--- src/prsw_pkg.sv ---
package prsw_pkg;

  localparam int unsigned CountWidth = 32;
  localparam int unsigned LimitWidth = 8;
  localparam int unsigned PermWidth  = 10;
  localparam int unsigned ProdWidth  = CountWidth + PermWidth;
  localparam int unsigned CfgIdxWidth = 1;
  localparam int unsigned CfgDataWidth = PermWidth;

  localparam logic [LimitWidth-1:0] MaxLossesReset   = LimitWidth'(5);
  localparam logic [PermWidth-1:0]  LossPermilleReset = PermWidth'(1);

  localparam logic [CfgIdxWidth-1:0] CFG_MAX_LOSSES   = 1'b0;
  localparam logic [CfgIdxWidth-1:0] CFG_LOSS_PERMILLE = 1'b1;

  typedef enum logic [1:0] {
    ACT_NEW     = 2'd0,
    ACT_ACK     = 2'd1,
    ACT_TIMEOUT = 2'd2
  } action_e;

  typedef enum logic [2:0] {
    EV_SEND  = 3'd0,
    EV_RETX  = 3'd1,
    EV_SKIP  = 3'd2,
    EV_DELIV = 3'd3,
    EV_IGN   = 3'd4
  } event_e;

  typedef struct packed {
    logic [LimitWidth-1:0] max_losses;
    logic [PermWidth-1:0]  loss_permille;
  } cfg_t;

  typedef struct packed {
    event_e                event_res;
    logic                  seq_bit;
    logic [LimitWidth-1:0] consec_losses;
    logic [CountWidth-1:0] message_count;
    logic [CountWidth-1:0] skip_count;
    logic [CountWidth-1:0] send_count;
    logic [CountWidth-1:0] loss_count;
  } result_t;

  function automatic logic [CountWidth-1:0] sat_inc(input logic [CountWidth-1:0] v);
    sat_inc = (v == {CountWidth{1'b1}}) ? v : v + CountWidth'(1);
  endfunction

endpackage

--- src/prsw_rate.sv ---
module prsw_rate import prsw_pkg::*; (
  input  logic [CountWidth-1:0] skips_i,
  input  logic [CountWidth-1:0] messages_i,
  input  logic [PermWidth-1:0]  loss_permille_i,
  output logic                  rate_reached_o
);

  logic [ProdWidth-1:0] skips_ext;
  logic [ProdWidth-1:0] skips_scaled;
  logic [ProdWidth-1:0] admitted;

  assign skips_ext = ProdWidth'(skips_i);

  // skips * 1000 as 1024 - 16 - 8
  assign skips_scaled = (skips_ext << 10) - (skips_ext << 4) - (skips_ext << 3);
  assign admitted     = ProdWidth'(messages_i) * ProdWidth'(loss_permille_i);

  assign rate_reached_o = (skips_scaled >= admitted);

endmodule

--- src/prsw_core.sv ---
module prsw_core import prsw_pkg::*; (
  input  logic       clk_i,
  input  logic       rst_ni,
  input  logic       fire_i,
  input  logic [1:0] action_i,
  input  logic       ack_bit_i,
  input  cfg_t       cfg_i,
  output result_t    result_o
);

  logic                  cur_seq_q, cur_seq_d;
  logic                  awaiting_q, awaiting_d;
  logic                  lost_q, lost_d;
  logic [LimitWidth-1:0] consec_q, consec_d, consec_inc;
  logic [CountWidth-1:0] messages_q, messages_d;
  logic [CountWidth-1:0] skips_q, skips_d;
  logic [CountWidth-1:0] sends_q, sends_d;
  logic [CountWidth-1:0] losses_q, losses_d;
  logic                  rate_reached;
  event_e                ev;

  prsw_rate u_rate (
    .skips_i        (skips_q),
    .messages_i     (messages_q),
    .loss_permille_i(cfg_i.loss_permille),
    .rate_reached_o (rate_reached)
  );

  assign consec_inc = (consec_q == {LimitWidth{1'b1}}) ? consec_q : consec_q + LimitWidth'(1);

  always_comb begin
    cur_seq_d  = cur_seq_q;
    awaiting_d = awaiting_q;
    lost_d     = lost_q;
    consec_d   = consec_q;
    messages_d = messages_q;
    skips_d    = skips_q;
    sends_d    = sends_q;
    losses_d   = losses_q;
    ev         = EV_IGN;
    case (action_i)
      ACT_NEW: begin
        if (!awaiting_q) begin
          awaiting_d = 1'b1;
          lost_d     = 1'b0;
          messages_d = sat_inc(messages_q);
          sends_d    = sat_inc(sends_q);
          ev         = EV_SEND;
        end
      end
      ACT_ACK: begin
        if (awaiting_q && (ack_bit_i == cur_seq_q)) begin
          // clear the loss run on a clean delivery or once past the limit
          if (!lost_q || (consec_q > cfg_i.max_losses)) begin
            consec_d = '0;
          end
          awaiting_d = 1'b0;
          cur_seq_d  = ~cur_seq_q;
          ev         = EV_DELIV;
        end
      end
      ACT_TIMEOUT: begin
        if (awaiting_q) begin
          lost_d   = 1'b1;
          losses_d = sat_inc(losses_q);
          consec_d = consec_inc;
          if (rate_reached || (consec_inc > cfg_i.max_losses)) begin
            sends_d = sat_inc(sends_q);
            ev      = EV_RETX;
          end else begin
            // abandon the message, keep the sequence bit
            skips_d    = sat_inc(skips_q);
            awaiting_d = 1'b0;
            ev         = EV_SKIP;
          end
        end
      end
      default: begin
        ev = EV_IGN;
      end
    endcase
  end

  always_ff @(posedge clk_i or negedge rst_ni) begin
    if (!rst_ni) begin
      cur_seq_q  <= 1'b0;
      awaiting_q <= 1'b0;
      lost_q     <= 1'b0;
      consec_q   <= '0;
      messages_q <= '0;
      skips_q    <= '0;
      sends_q    <= '0;
      losses_q   <= '0;
    end else if (fire_i) begin
      cur_seq_q  <= cur_seq_d;
      awaiting_q <= awaiting_d;
      lost_q     <= lost_d;
      consec_q   <= consec_d;
      messages_q <= messages_d;
      skips_q    <= skips_d;
      sends_q    <= sends_d;
      losses_q   <= losses_d;
    end
  end

  always_comb begin
    result_o.event_res     = ev;
    result_o.seq_bit       = cur_seq_q;
    result_o.consec_losses = consec_d;
    result_o.message_count = messages_d;
    result_o.skip_count    = skips_d;
    result_o.send_count    = sends_d;
    result_o.loss_count    = losses_d;
  end

endmodule

--- src/partial_reliability_stop_and_wait_sender_unit.sv ---
// An accepted transaction is held in the input register, and its result in the result
// register. Throughput: one transaction per cycle unless out_ready_i stalls the output;
// the two registers let a new transaction enter while a finished result waits on out_ready_i.
// The rate test (one 32x10 multiply and a compare) runs from the counter registers.
// Reset (rst_ni low, asynchronous) clears all counters, the sequence bit and both
// valid flags, and loads the loss limit with 5 and the loss rate with 1 permille.
module partial_reliability_stop_and_wait_sender_unit import prsw_pkg::*; (
  input  logic                    clk_i,
  input  logic                    rst_ni,
  input  logic                    cfg_we_i,
  input  logic [CfgIdxWidth-1:0]  cfg_idx_i,
  input  logic [CfgDataWidth-1:0] cfg_wdata_i,
  input  logic                    in_valid_i,
  output logic                    in_ready_o,
  input  logic [1:0]              action_i,
  input  logic                    ack_bit_i,
  output logic                    out_valid_o,
  input  logic                    out_ready_i,
  output logic [2:0]              event_res_o,
  output logic                    seq_bit_o,
  output logic [LimitWidth-1:0]   consec_losses_o,
  output logic [CountWidth-1:0]   message_count_o,
  output logic [CountWidth-1:0]   skip_count_o,
  output logic [CountWidth-1:0]   send_count_o,
  output logic [CountWidth-1:0]   loss_count_o
);

  cfg_t       cfg_q;
  logic       in_valid_q;
  logic [1:0] action_q;
  logic       ack_bit_q;
  logic       out_valid_q;
  result_t    result_q;
  result_t    result;
  logic       out_free;
  logic       fire;

  assign out_free   = !out_valid_q || out_ready_i;
  assign fire       = in_valid_q && out_free;
  assign in_ready_o = !in_valid_q || out_free;

  always_ff @(posedge clk_i or negedge rst_ni) begin
    if (!rst_ni) begin
      cfg_q.max_losses    <= MaxLossesReset;
      cfg_q.loss_permille <= LossPermilleReset;
    end else if (cfg_we_i) begin
      case (cfg_idx_i)
        CFG_MAX_LOSSES:    cfg_q.max_losses    <= cfg_wdata_i[LimitWidth-1:0];
        CFG_LOSS_PERMILLE: cfg_q.loss_permille <= cfg_wdata_i[PermWidth-1:0];
        default: ;
      endcase
    end
  end

  always_ff @(posedge clk_i or negedge rst_ni) begin
    if (!rst_ni) begin
      in_valid_q <= 1'b0;
    end else if (in_ready_o) begin
      in_valid_q <= in_valid_i;
    end
  end

  always_ff @(posedge clk_i) begin
    if (in_ready_o && in_valid_i) begin
      action_q  <= action_i;
      ack_bit_q <= ack_bit_i;
    end
  end

  prsw_core u_core (
    .clk_i    (clk_i),
    .rst_ni   (rst_ni),
    .fire_i   (fire),
    .action_i (action_q),
    .ack_bit_i(ack_bit_q),
    .cfg_i    (cfg_q),
    .result_o (result)
  );

  always_ff @(posedge clk_i or negedge rst_ni) begin
    if (!rst_ni) begin
      out_valid_q <= 1'b0;
    end else if (out_free) begin
      out_valid_q <= fire;
    end
  end

  always_ff @(posedge clk_i) begin
    if (fire) begin
      result_q <= result;
    end
  end

  assign out_valid_o     = out_valid_q;
  assign event_res_o     = result_q.event_res;
  assign seq_bit_o       = result_q.seq_bit;
  assign consec_losses_o = result_q.consec_losses;
  assign message_count_o = result_q.message_count;
  assign skip_count_o    = result_q.skip_count;
  assign send_count_o    = result_q.send_count;
  assign loss_count_o    = result_q.loss_count;

endmodule
--- config.mk ---
export PLATFORM = sky130hd
export DESIGN_NAME = partial_reliability_stop_and_wait_sender_unit
export DESIGN_NICKNAME = d
export VERILOG_FILES = /design/src/prsw_pkg.sv /design/src/prsw_rate.sv /design/src/prsw_core.sv /design/src/partial_reliability_stop_and_wait_sender_unit.sv
export SDC_FILE = /design/constraint.sdc
export NUM_CORES = 2
export LEC_CHECK = 0
export BUFFER_PORTS_ARGS = -buffer_cell sky130_fd_sc_hd__buf_2
export CORE_ASPECT_RATIO = 0.8
export CORE_MARGIN = 2
export CORE_UTILIZATION = 32
export CTS_CLUSTER_SIZE = 24
export DETAILED_ROUTE_END_ITERATION = 10
export PLACE_DENSITY = 0.48
export SLEW_MARGIN = 40
export SYNTH_ARGS = -nofsm -noshare
export SYNTH_HDL_FRONTEND = slang
export SYNTH_HIERARCHICAL = 1
export SYNTH_SLANG_ARGS = --single-unit
--- constraint.sdc ---
create_clock -name clk_i -period 11.65 [get_ports clk_i]
set_input_delay 0.5825 -clock clk_i [delete_from_list [all_inputs] [get_ports clk_i]]
set_output_delay 0.5825 -clock clk_i [all_outputs]
set_load 0.1 [all_outputs]
======== Yosys cells after proc, flatten, opt, wreduce, memory -nomap -nowiden ========
Index checks and enable logic that the tools add are counted.
Widths: inputs -> output; s select.
cells by class
  add/subtract/negate cells ............... 7
  multipliers ............................. 1
  order comparisons ....................... 3
  eq/ne operators ......................... 11
  muxes and demuxes ....................... 32
  bitwise gates (word level) .............. 2
  reductions and logical operators ........ 18
operators by type and width
  kind                   count
  $mux 32                14
  $add 32x1->32 const B  4
  $eq 32x32->1 const B   4
  $pmux 32 s2            1
  $ge 42x42->1           1
  $mul 32x10->42         1
  $sub 42x35->42         1
  $sub 42x36->42         1
  $mux 8                 4
  $gt 8x8->1             2
  $pmux 8 s2             1
  $mux 3                 3
  $pmux 3 s3             1
  $add 8x1->8 const B    1
  $eq 8x8->1 const B     1
  $reduce_and 3->1       2
  $mux 1                 5
  $logic_or 1x1->1       4
  $ne 2x1->1 const B     2
  $reduce_and 2->1       2
  $reduce_and 4->1       1
  $logic_and 1x1->1      3
  $logic_not 1->1        3
  $pmux 1 s3             1
  10 further kinds       11
storage, ports and cells
  register bits after elaboration ......... 302
  input port bits ......................... 19
  output and inout bits ................... 142

======== Depth between registers and ports, before layout ========
  depth in word-level cells ............... 7
  gate-level depth with buffers ........... 38

======== Modules after synthesis ========
The synthesis kept the hierarchy.
modules (own cells, without submodules)
  module                                         times used  cells an instance  area each (µm²)  sequential area each (µm²)
  prsw_rate                                      1           1602               13588.0          0.0
  prsw_core                                      1           1274               10421.2          3478.3
  partial_reliability_stop_and_wait_sender_unit  1           190                5093.6           4798.4

======== Worst setup path before layout ========
OpenSTA, ideal clock, no wires.
  kind .................................... register to register
  start ................................... register cfg_q[1] in the netlist's numbering
  end ..................................... register result_q, in the netlist skip_count_o[31], data pin
  arrival time ............................ 7.998 ns
  data required time ...................... 11.390 ns
  setup slack ............................. 3.393 ns
  stages on the path, launching flop included .. 31
  path buffers ............................ 2
  period minus slack after synthesis ...... 8.257 ns
  path through ............................ dfrtp_1 > clkbuf_1 > nand2_1 > fa_1 > inv_1 > fa_1 > fa_1 > fa_1 > fa_1 > ha_1 > buf_2 > and4_4 > a21oi_2 > a22oi_2 > a221o_1 > o21ai_2 > a21oi_2 > or4b_1 > and3_1 > ha_1 > nand4_1 > nor2_1 > and3_1 > a221oi_1 > nand3_1 > a2111oi_1 > nand3_1 > a21oi_1 > nand2_1 > or3_1 > xnor2_1
RTL lines
  item                  line                                                 RTL
  start, declared       partial_reliability_stop_and_wait_sender_unit.sv:28  cfg_t cfg_q;
  end signal, assigned  partial_reliability_stop_and_wait_sender_unit.sv:90  result_q <= result;
  end, declared         partial_reliability_stop_and_wait_sender_unit.sv:33  result_t result_q;

==> metrics.txt <==
# TYPE chip_impl_metric gauge
chip_impl_info{name="status",value="finished, final reports clean"} 1
chip_impl_metric{name="critPathMaxFanout",unit=""} 23
chip_impl_metric{name="p_int",unit="mW"} 2.20
chip_impl_metric{name="cts_repair_resize_count",unit=""} 0
chip_impl_metric{name="die-height",unit="um"} 274
chip_impl_info{name="most_common_cell_after_layout_fill_and_taps_aside",value="nand2_1"} 1
chip_impl_metric{name="synth_instances",unit=""} 3066
chip_impl_metric{name="area_growth",unit="%"} 10.9
chip_impl_metric{name="fin_nets",unit=""} 3614
chip_impl_metric{name="io_pins",unit=""} 161
chip_impl_metric{name="ys_async_sr_fraction",unit=""} 0.526
chip_impl_metric{name="drt_wl_total",unit="um"} 82700
chip_impl_info{name="timing.critical_path.from_type",value="register"} 1
chip_impl_info{name="final_cell_mix",value="nand2_1, fa_1, inv_1"} 1
chip_impl_metric{name="irDropWorstVdd",unit="V"} 0.0000794
chip_impl_info{name="yosys.area.top_type",value="fa_1"} 1
chip_impl_metric{name="numCtsBuffers",unit=""} 36
chip_impl_metric{name="mappedNetlistArea",unit="sq um"} 29100
chip_impl_metric{name="yosysTopAreaCellShare",unit=""} 0.181
chip_impl_info{name="synth.top_cells.by_area",value="fa_1, edfxtp_1, dfrtp_1"} 1
chip_impl_metric{name="pre_cts_ws",unit="ns"} 1.68
chip_impl_info{name="cp_common_cell",value="fa_1"} 1
chip_impl_metric{name="dpl.hpwl",unit="um"} 63400
chip_impl_metric{name="antenna_cells_inserted",unit=""} 0
chip_impl_info{name="slowest_stage",value="dfrtp_1"} 1
chip_impl_metric{name="post_drt_via_cell_ratio",unit=""} 5.07
chip_impl_metric{name="timing.clock.skew",unit="ns"} 0.0332
chip_impl_metric{name="ratio_of_cells_with_drive_above_1_in_the_final_layout",unit=""} 0.102
chip_impl_metric{name="cp_slowest_stage_delay",unit="ns"} 0.86
chip_impl_metric{name="layout_worst_path_cycle_share",unit=""} 0.867
chip_impl_metric{name="slew_headroom",unit=""} 0.471
chip_impl_metric{name="coreArea",unit="sq um"} 89800
chip_impl_info{name="cts_root_buffer",value="clkbuf_16"} 1
chip_impl_metric{name="worstSkewPairLatency",unit="ns"} 0.57
chip_impl_metric{name="clock_pin_slew_worst_setup_and_hold_paths",unit="ns"} 0.06
chip_impl_metric{name="final_hold_viol_count",unit=""} 0
chip_impl_metric{name="first_pass_grt_wire_length",unit="um"} 133000
chip_impl_metric{name="timing.critical_path.arrival",unit="ns"} 10.40
chip_impl_metric{name="syn_nets",unit=""} 3534
chip_impl_metric{name="clk_path_buf_depth",unit=""} 3
chip_impl_metric{name="layout.cell_area.non_filler",unit="sq um"} 32300
chip_impl_metric{name="placedInstanceArea",unit="sq um"} 31000
chip_impl_metric{name="drt.antenna.violating_nets",unit=""} 0
chip_impl_metric{name="finalSetupViolations",unit=""} 0
chip_impl_info{name="rsz0062_at_grt",value="false"} 1
chip_impl_metric{name="hold_slack",unit="ns"} 0.193
chip_impl_metric{name="dieWidth",unit="um"} 341
chip_impl_metric{name="cts-htree-levels",unit=""} 2
chip_impl_metric{name="first_global_vias",unit=""} 22200
chip_impl_metric{name="synth_enable_flop_cells",unit=""} 143
chip_impl_info{name="timing.setup.critical_path_class",value="reg -> reg"} 1
chip_impl_metric{name="grt-ovfl-total",unit=""} 0
chip_impl_metric{name="synthXorXnorAreaFrac",unit=""} 0.0791
chip_impl_metric{name="timing_worst_slew_pin_value",unit="ns"} 0.787
chip_impl_metric{name="yosys-mux-area-fraction",unit=""} 0.0139
chip_impl_metric{name="timing.fmax",unit="MHz"} 99.0
chip_impl_info{name="cts_tree",value="built"} 1
chip_impl_info{name="hold_class",value="in -> reg"} 1
chip_impl_metric{name="worst-endpoint-required",unit="ns"} 11.94
chip_impl_metric{name="grt.total_usage",unit=""} 0.179
chip_impl_metric{name="netSwitchingFraction",unit=""} 0.381
chip_impl_metric{name="maxSlewViolCount",unit=""} 0
chip_impl_metric{name="share_comb_of_total_power",unit=""} 0.299
chip_impl_metric{name="sequential_fraction_of_the_synthesis_area",unit=""} 0.284
chip_impl_metric{name="routabilityCongestion",unit=""} 0.842
chip_impl_metric{name="yosysWarningCount",unit=""} 6
chip_impl_metric{name="seq_power_share",unit=""} 0.371
chip_impl_metric{name="power-per-cell-area",unit="nW/um^2"} 110
chip_impl_metric{name="num_rows",unit=""} 98
chip_impl_metric{name="synth-compound-area-share",unit=""} 0.119
chip_impl_info{name="synth_top_family_by_area",value="adder cells"} 1
chip_impl_metric{name="drv.max_cap_violation_count",unit=""} 0
chip_impl_metric{name="numClockSinks",unit=""} 302
chip_impl_metric{name="synthDistinctLibCells",unit=""} 98
chip_impl_metric{name="synth_area_per_cell",unit="sq um"} 9.49
chip_impl_metric{name="floorplan.initialDensity",unit=""} 0.324
chip_impl_metric{name="setup_total_negative_slack",unit="ns"} 0
chip_impl_metric{name="adder_and_majority_cell_fraction_of_the_synthesized_area",unit=""} 0.261
chip_impl_metric{name="grt_antenna_before_repair",unit=""} 1
chip_impl_metric{name="p_leak",unit="nW"} 14.6
chip_impl_metric{name="wire_per_inst",unit="um"} 18.9
chip_impl_metric{name="die_area",unit="sq um"} 93400
chip_impl_metric{name="vias",unit=""} 22200
chip_impl_metric{name="drt_iter0_markers",unit=""} 1608
chip_impl_metric{name="post-route-worst-setup-slack",unit="ns"} 1.54
chip_impl_metric{name="drt_first_pass_iters",unit=""} 5
chip_impl_metric{name="synthSimpleGateAreaFrac",unit=""} 0.191
chip_impl_info{name="ys_dominant_reg_cell",value="dfrtp_1"} 1
chip_impl_metric{name="number_of_register_bits_inferred_by_synthesis",unit=""} 302
chip_impl_metric{name="grt_start_max_net_pins",unit=""} 63
chip_impl_metric{name="post-route-min-period",unit="ns"} 10.11
chip_impl_metric{name="drc",unit=""} 0
chip_impl_metric{name="placement.io_buffers",unit=""} 160
chip_impl_info{name="endpoint_kind",value="register"} 1
chip_impl_metric{name="power.switching",unit="mW"} 1.35
chip_impl_metric{name="power.share.clock",unit=""} 0.330
==> worst paths after layout <==
check / startpoint / endpoint / slack, ns / depth (start not counted)
worst max-delay path: cfg_q[8] / skip_count_o[23] / 1.54 / 33
worst min-delay path: action_i[0] / action_q[0] / 0.19 / 1
worst max register to register: cfg_q[8] / skip_count_o[23] / 1.54 / 33
worst min register to register: ack_bit_q / u_core/cur_seq_q / 0.49 / 1
max in group asynchronous: rst_ni / cfg_q[7] / 10.13 / 3
min in group asynchronous: rst_ni / u_core/losses_q[4] / 0.51 / 2
==> synth_stat cells, types with 103 or more instances <==
master    number
ha_1         186
inv_1        236
dfrtp_1      156
nor2_1       159
nand2_1      364
xor2_1       103
edfxtp_1     143
fa_1         263
clkbuf_1     114
a21oi_1      155
xnor2_1      160
and2_1       198
==> critical path: cells and delay by family (launching register included) <==
family / cells / cell delay (ns)
fa+ha+maj: 7 / 3.17
simple gates: 10 / 2.54
compound gates: 10 / 2.30
flops: 1 / 0.86
buf+inv: 4 / 0.62
xor+xnor: 2 / 0.31
==> through the flow <==
stage | util | std cells | power (mW)
2_1_floorplan | - | 3066 | 2.11
3_3_place_gp | 0.345 | 4307 | 2.39
3_5_place_dp | 0.346 | 4307 | 2.39
4_1_cts | 0.359 | 4374 | 3.59
5_1_grt | 0.359 | 4374 | 3.76
6_report | 0.359 | 4374 | 3.55
==> power groups by stage <==
stage,registers [mW],clock network (mW),logic [mW]
floorplan,1.55,0,0.557
global placement,1.34,0,1.06
detailed placement,1.34,0,1.05
CTS,1.32,1.21,1.06
global route,1.33,1.25,1.17
finish,1.32,1.17,1.06
==> layout make-up <==
cell class / count / area [sq um]
Timing Repair Buffer: 189 / 1030
Fill cell: 9260 / 57500
Multi-Input combinational cell: 2381 / 19400
Sequential cell: 302 / 8280
Clock inverter: 20 / 198
Inverter: 236 / 886
Tap cell: 1200 / 1500
Clock buffer: 46 / 1000
==> routing by layer <==
| metal | GRT usage | part of all wire |
|---|---|---|
| met1 | 0.290 | 0.53 |
| met2 | 0.243 | 0.39 |
| met3 | 0.0307 | 0.055 |
| met4 | 0.0356 | 0.017 |
| met5 | 0 | 0.00021 |
==> repair_timing <==
| action | in CTS | in global routing |
|---|---|---|
| endpoints found under the hold margin | 44 | 0 |
| buffers inserted | 0 | 0 |
| hold buffers | 1 | 0 |
==> registers in the layout, indices dropped and copies added, names as in the netlist <==
register	count
consec_losses_o	8
u_core/sends_q	32
skip_count_o	32
ack_bit_q	1
cfg_q	18
u_core/skips_q	32
u_core/lost_q	1
u_core/consec_q	8
u_core/messages_q	32
send_count_o	32
loss_count_o	32
seq_bit_o	1
event_res_o	3
out_valid_o	1
u_core/losses_q	32
u_core/awaiting_q	1
message_count_o	32
in_valid_q	1
action_q	2
u_core/cur_seq_q	1
==> logic make-up after synthesis <==
| group | after synthesis |
|---|---|
| and+or+nand+nor | 1103 |
| AOI/OAI and AO/OA | 532 |
| adders and majority gates | 449 |
| buffers and inverters | 383 |
| DFF | 302 |
| xor gates and xnor gates | 263 |
| muxes | 34 |
No activity file was read; power rests on OpenSTA's default activity.
